===== config.mk =====
export PLATFORM = sky130hd
export DESIGN_NAME = cww_ram
export DESIGN_NICKNAME = d
export VERILOG_FILES = /design/src/rtl/cww_ram.sv
export SDC_FILE = /design/constraint.sdc
export NUM_CORES = 1
export LEC_CHECK = 0
export BUFFER_PORTS_ARGS = -buffer_cell sky130_fd_sc_hd__buf_2
export CAP_MARGIN = 20
export CORE_AREA = 2 2 81 83
export CTS_CLUSTER_DIAMETER = 100
export DETAILED_ROUTE_END_ITERATION = 8
export DIE_AREA = 0 0 83 85
export SETUP_SLACK_MARGIN = 0.15
export SLEW_MARGIN = 40
export SYNTH_ARGS = -nofsm -noshare
export SYNTH_HDL_FRONTEND = slang
export SYNTH_SLANG_ARGS = --single-unit

===== constraint.sdc =====
create_clock -name clk_i -period 1.95 [get_ports clk_i]
set_clock_uncertainty 0.1 [all_clocks]
set_input_delay 0.2925 -clock clk_i [delete_from_list [all_inputs] [get_ports clk_i]]
set_output_delay 0.2925 -clock clk_i [all_outputs]
set_load 0.01 [all_outputs]

===== src/rtl/cww_ram.sv =====
// ----------------------------------------------------------------------------
// cww_ram
// Generic single-write, single-read RAM with registered read data.
// ----------------------------------------------------------------------------
module cww_ram #(
  parameter int Width = 8,
  parameter int Depth = 8
) (
  input  logic                     clk_i,
  input  logic                     we_i,
  input  logic [$clog2(Depth)-1:0] waddr_i,
  input  logic [Width-1:0]         wdata_i,
  input  logic [$clog2(Depth)-1:0] raddr_i,
  output logic [Width-1:0]         rdata_o
);

  logic [Width-1:0] mem_q [Depth];

  always_ff @(posedge clk_i) begin
    if (we_i) begin
      mem_q[waddr_i] <= wdata_i;
    end
    rdata_o <= mem_q[raddr_i];
  end

endmodule


==> Flow_metrics.wiki <==
{| class="wikitable"
! Metric !! Value
|-
| Total CTS buffers || 9
|-
| WL per Instance || 18.5 um
|-
| Count of port buffers added during placement || 23
|-
| Most common cell after layout, fill and taps aside || edfxtp_1
|-
| Largest fanout on the critical path || 1
|-
| Logic pwr share || 0.057
|-
| Maximum VDD drop || roughly 0.4 mV
|-
| Register-to-register setup slack || between 0.5 and 0.6 ns
|-
| Switching power as a share of total power || 0.197
|-
| Fraction of layout instances using a drive strength above 1 || 0.344
|-
| Initial DRC Count || 40
|-
| Clk network pwr share || 0.368
|-
| Hold Worst Slack || around 0.12 ns
|-
| Via count of the first global-routing pass || approximately 1200
|-
| Rel. slew slack || 0.755
|-
| Vertical extent of the die || 85 um
|-
| Sum of overflow across all layers after global routing || 0
|-
| Hold/Removal Path Class || in -> reg
|-
| Wire length of the first global-routing pass || 6600 um
|-
| Seq pwr share || 0.576
|-
| Number of slew-limit violations in the final report || 0
|-
| Total half-perimeter wirelength after legalization and detailed placement || about 2700 um
|-
| Average size of a mapped cell || roughly 24 um2
|-
| Post-detailed-routing wire length || roughly 4300 um
|-
| Global routing usage on met1 || 0.160
|-
| Result of the run || finished clean
|-
| Clock Path Buffers || 2
|-
| Number of clock sinks || about 70
|-
| Critical Setup Path Class || reg -> reg
|-
| Reported net switching power || 0.599 mW
|-
| Post-Synthesis Net Count || 130
|-
| Met2 routing resource usage after global routing || 0.217
|-
| Clock latency on the worst-skew pair || 0.33 ns
|-
| Post-Syn Instances || between 100 and 150
|-
| CTS H-tree depth || 3
|-
| Synth warn || 0
|-
| Core Footprint || roughly 6200 um2
|-
| Number of setup buffers added after CTS || 0
|-
| Achievable Freq || between 0.7 and 0.8 GHz
|-
| Grt met3 use || 0.0379
|-
| Drt first pass iters || 4
|-
| Setup TNS after final layout || 0 ns
|-
| Antenna violations before repair || 0
|-
| Count of pins on the block boundary || 24
|-
| Total number of vias || around 1200
|-
| Most frequent cells in the layout || 64 x edfxtp_1, 23 x buf_2, 15 x mux4_1
|-
| Required time at the worst-slack endpoint || between 2 and 2.5 ns
|-
| CTS tree || yes
|-
| Internal power of the cells || 2.45 mW
|-
| FILL cells || 485
|-
| Total of endpoints with negative setup slack in the final report || 0
|-
| Actual slew at the worst max-slew pin || around 0.37 ns
|-
| Syn Std Cell Area || between 2000 and 3000 um2
|-
| Sort of element at the start of the critical path || register
|-
| Power per cell area || ~970 nW/um2
|-
| Setup repair after global routing missed its margin || no
|-
| Clock transition at the registers of the reported paths || about 0.070 ns
|-
| DRT antenna net count || 0
|-
| Final layout net count || about 170
|-
| Starting density of the core || 0.434
|-
| Layout-stage area growth over the synthesis result || 16.2%
|-
| Die area || 7060 um2
|-
| Ant. Diodes || 0
|-
| Sequential element share of the synthesized area || 0.774
|-
| Number of rows in the core area || 29
|-
| Busiest metal layer after global routing || met2
|-
| Static Leak || between 1 and 1.5 nW
|-
| Pin count of the biggest net entering global routing || 17
|-
| Crit end category || register
|-
| Clock period minus worst slack || about 1.4 ns
|-
| Hold bufs inserted after CTS || 0
|-
| Number of violations of the max-capacitance limit || 0
|-
| Hold violation count in the final report || 0
|-
| Drt via density || between 5 and 6
|-
| Post-route fraction of the period consumed by the critical path || 0.693
|-
| Horizontal die dimension || 83 um
|-
| Post-CTS resize count || 0
|-
| Number of distinct library cells after synthesis || 14
|-
| GRT Util Overall || 0.135
|-
| Remaining DRCs || 0
|-
| Arr. time, crit path || 1.48 ns
|-
| Final Wtd Congestion || ~0.66
|-
| Number of synthesized register bits || 72
|-
| CTS root buffer || clkbuf_8
|}
==> logic make-up (layout without fill, tap and decap cells) <==
group         Yosys count  in the layout  share of synthesized area
buf+inv                 5             48                     0.0163
mux                    24             24                      0.188
flops                  72             72                      0.774
simple gates           13             13                     0.0219
==> synth_stat cells (all sizes together) <==
cell type,number,area share
buf,4,0.015
clkbuf,1,0.0014
nor3,2,0.0037
nand2,2,0.0028
mux4,16,0.15
edfxtp,64,0.71
dfxtp,8,0.060
mux2,8,0.033
nor2,6,0.0084
nand2b,3,0.0070
==> critical path, cell delays in order, from the launching register on <==
cell      delay, ns
edfxtp_1       0.38
mux4_1         0.50
mux2_2         0.27
==> layer usage <==
metal	routed length [um]	share of wire
met5	0	0
met4	114	0.026
met3	156	0.036
met2	2200	0.51
met1	1870	0.43
==> state kept, by name, summed over array words and instances, names as in the netlist <==
signal / cells
mem_q: 64
rdata_o: 8
==> power by group through the flow <==
stage               combinational [mW]  sequential (mW)  clock, mW
finish                           0.172             1.75       1.12
global route                     0.190             1.76       1.22
CTS                              0.177             1.75       1.16
detailed placement               0.177             1.79          0
global placement                 0.171             1.79          0
floorplan                       0.0932             1.79          0
==> layout make-up <==
type	count	area (um2)	area share
Sequential cell	72	2080	0.666
Clock buffer	12	145	0.0464
Tap cell	77	96.3	0.0308
Multi-Input combinational cell	37	566	0.181
Clock inverter	4	43.8	0.0140
Timing Repair Buffer	32	195	0.0624
==> final timing paths <==
check / depth (start not counted) / to / from
max: 2 / rdata_o[6] / mem_q[0][6]
min: 1 / mem_q[2][6] / wdata_i[6]
max reg2reg: 2 / rdata_o[6] / mem_q[0][6]
min reg2reg: 2 / rdata_o[1] / mem_q[6][1]
==> metrics by stage <==
stage	instances	setup WS, ns	power [mW]	utilization	cell area, um2
after detailed placement	218	0.302	1.97	0.474	2940
after global routing	234	0.523	3.16	0.504	3130
after CTS	234	0.584	3.09	0.504	3130
final	234	0.600	3.04	0.504	3130
after global placement	218	0.334	1.96	0.474	2940
after floorplan	114	0.397	1.89	-	2690
No activity file was read; power rests on OpenSTA's default activity.
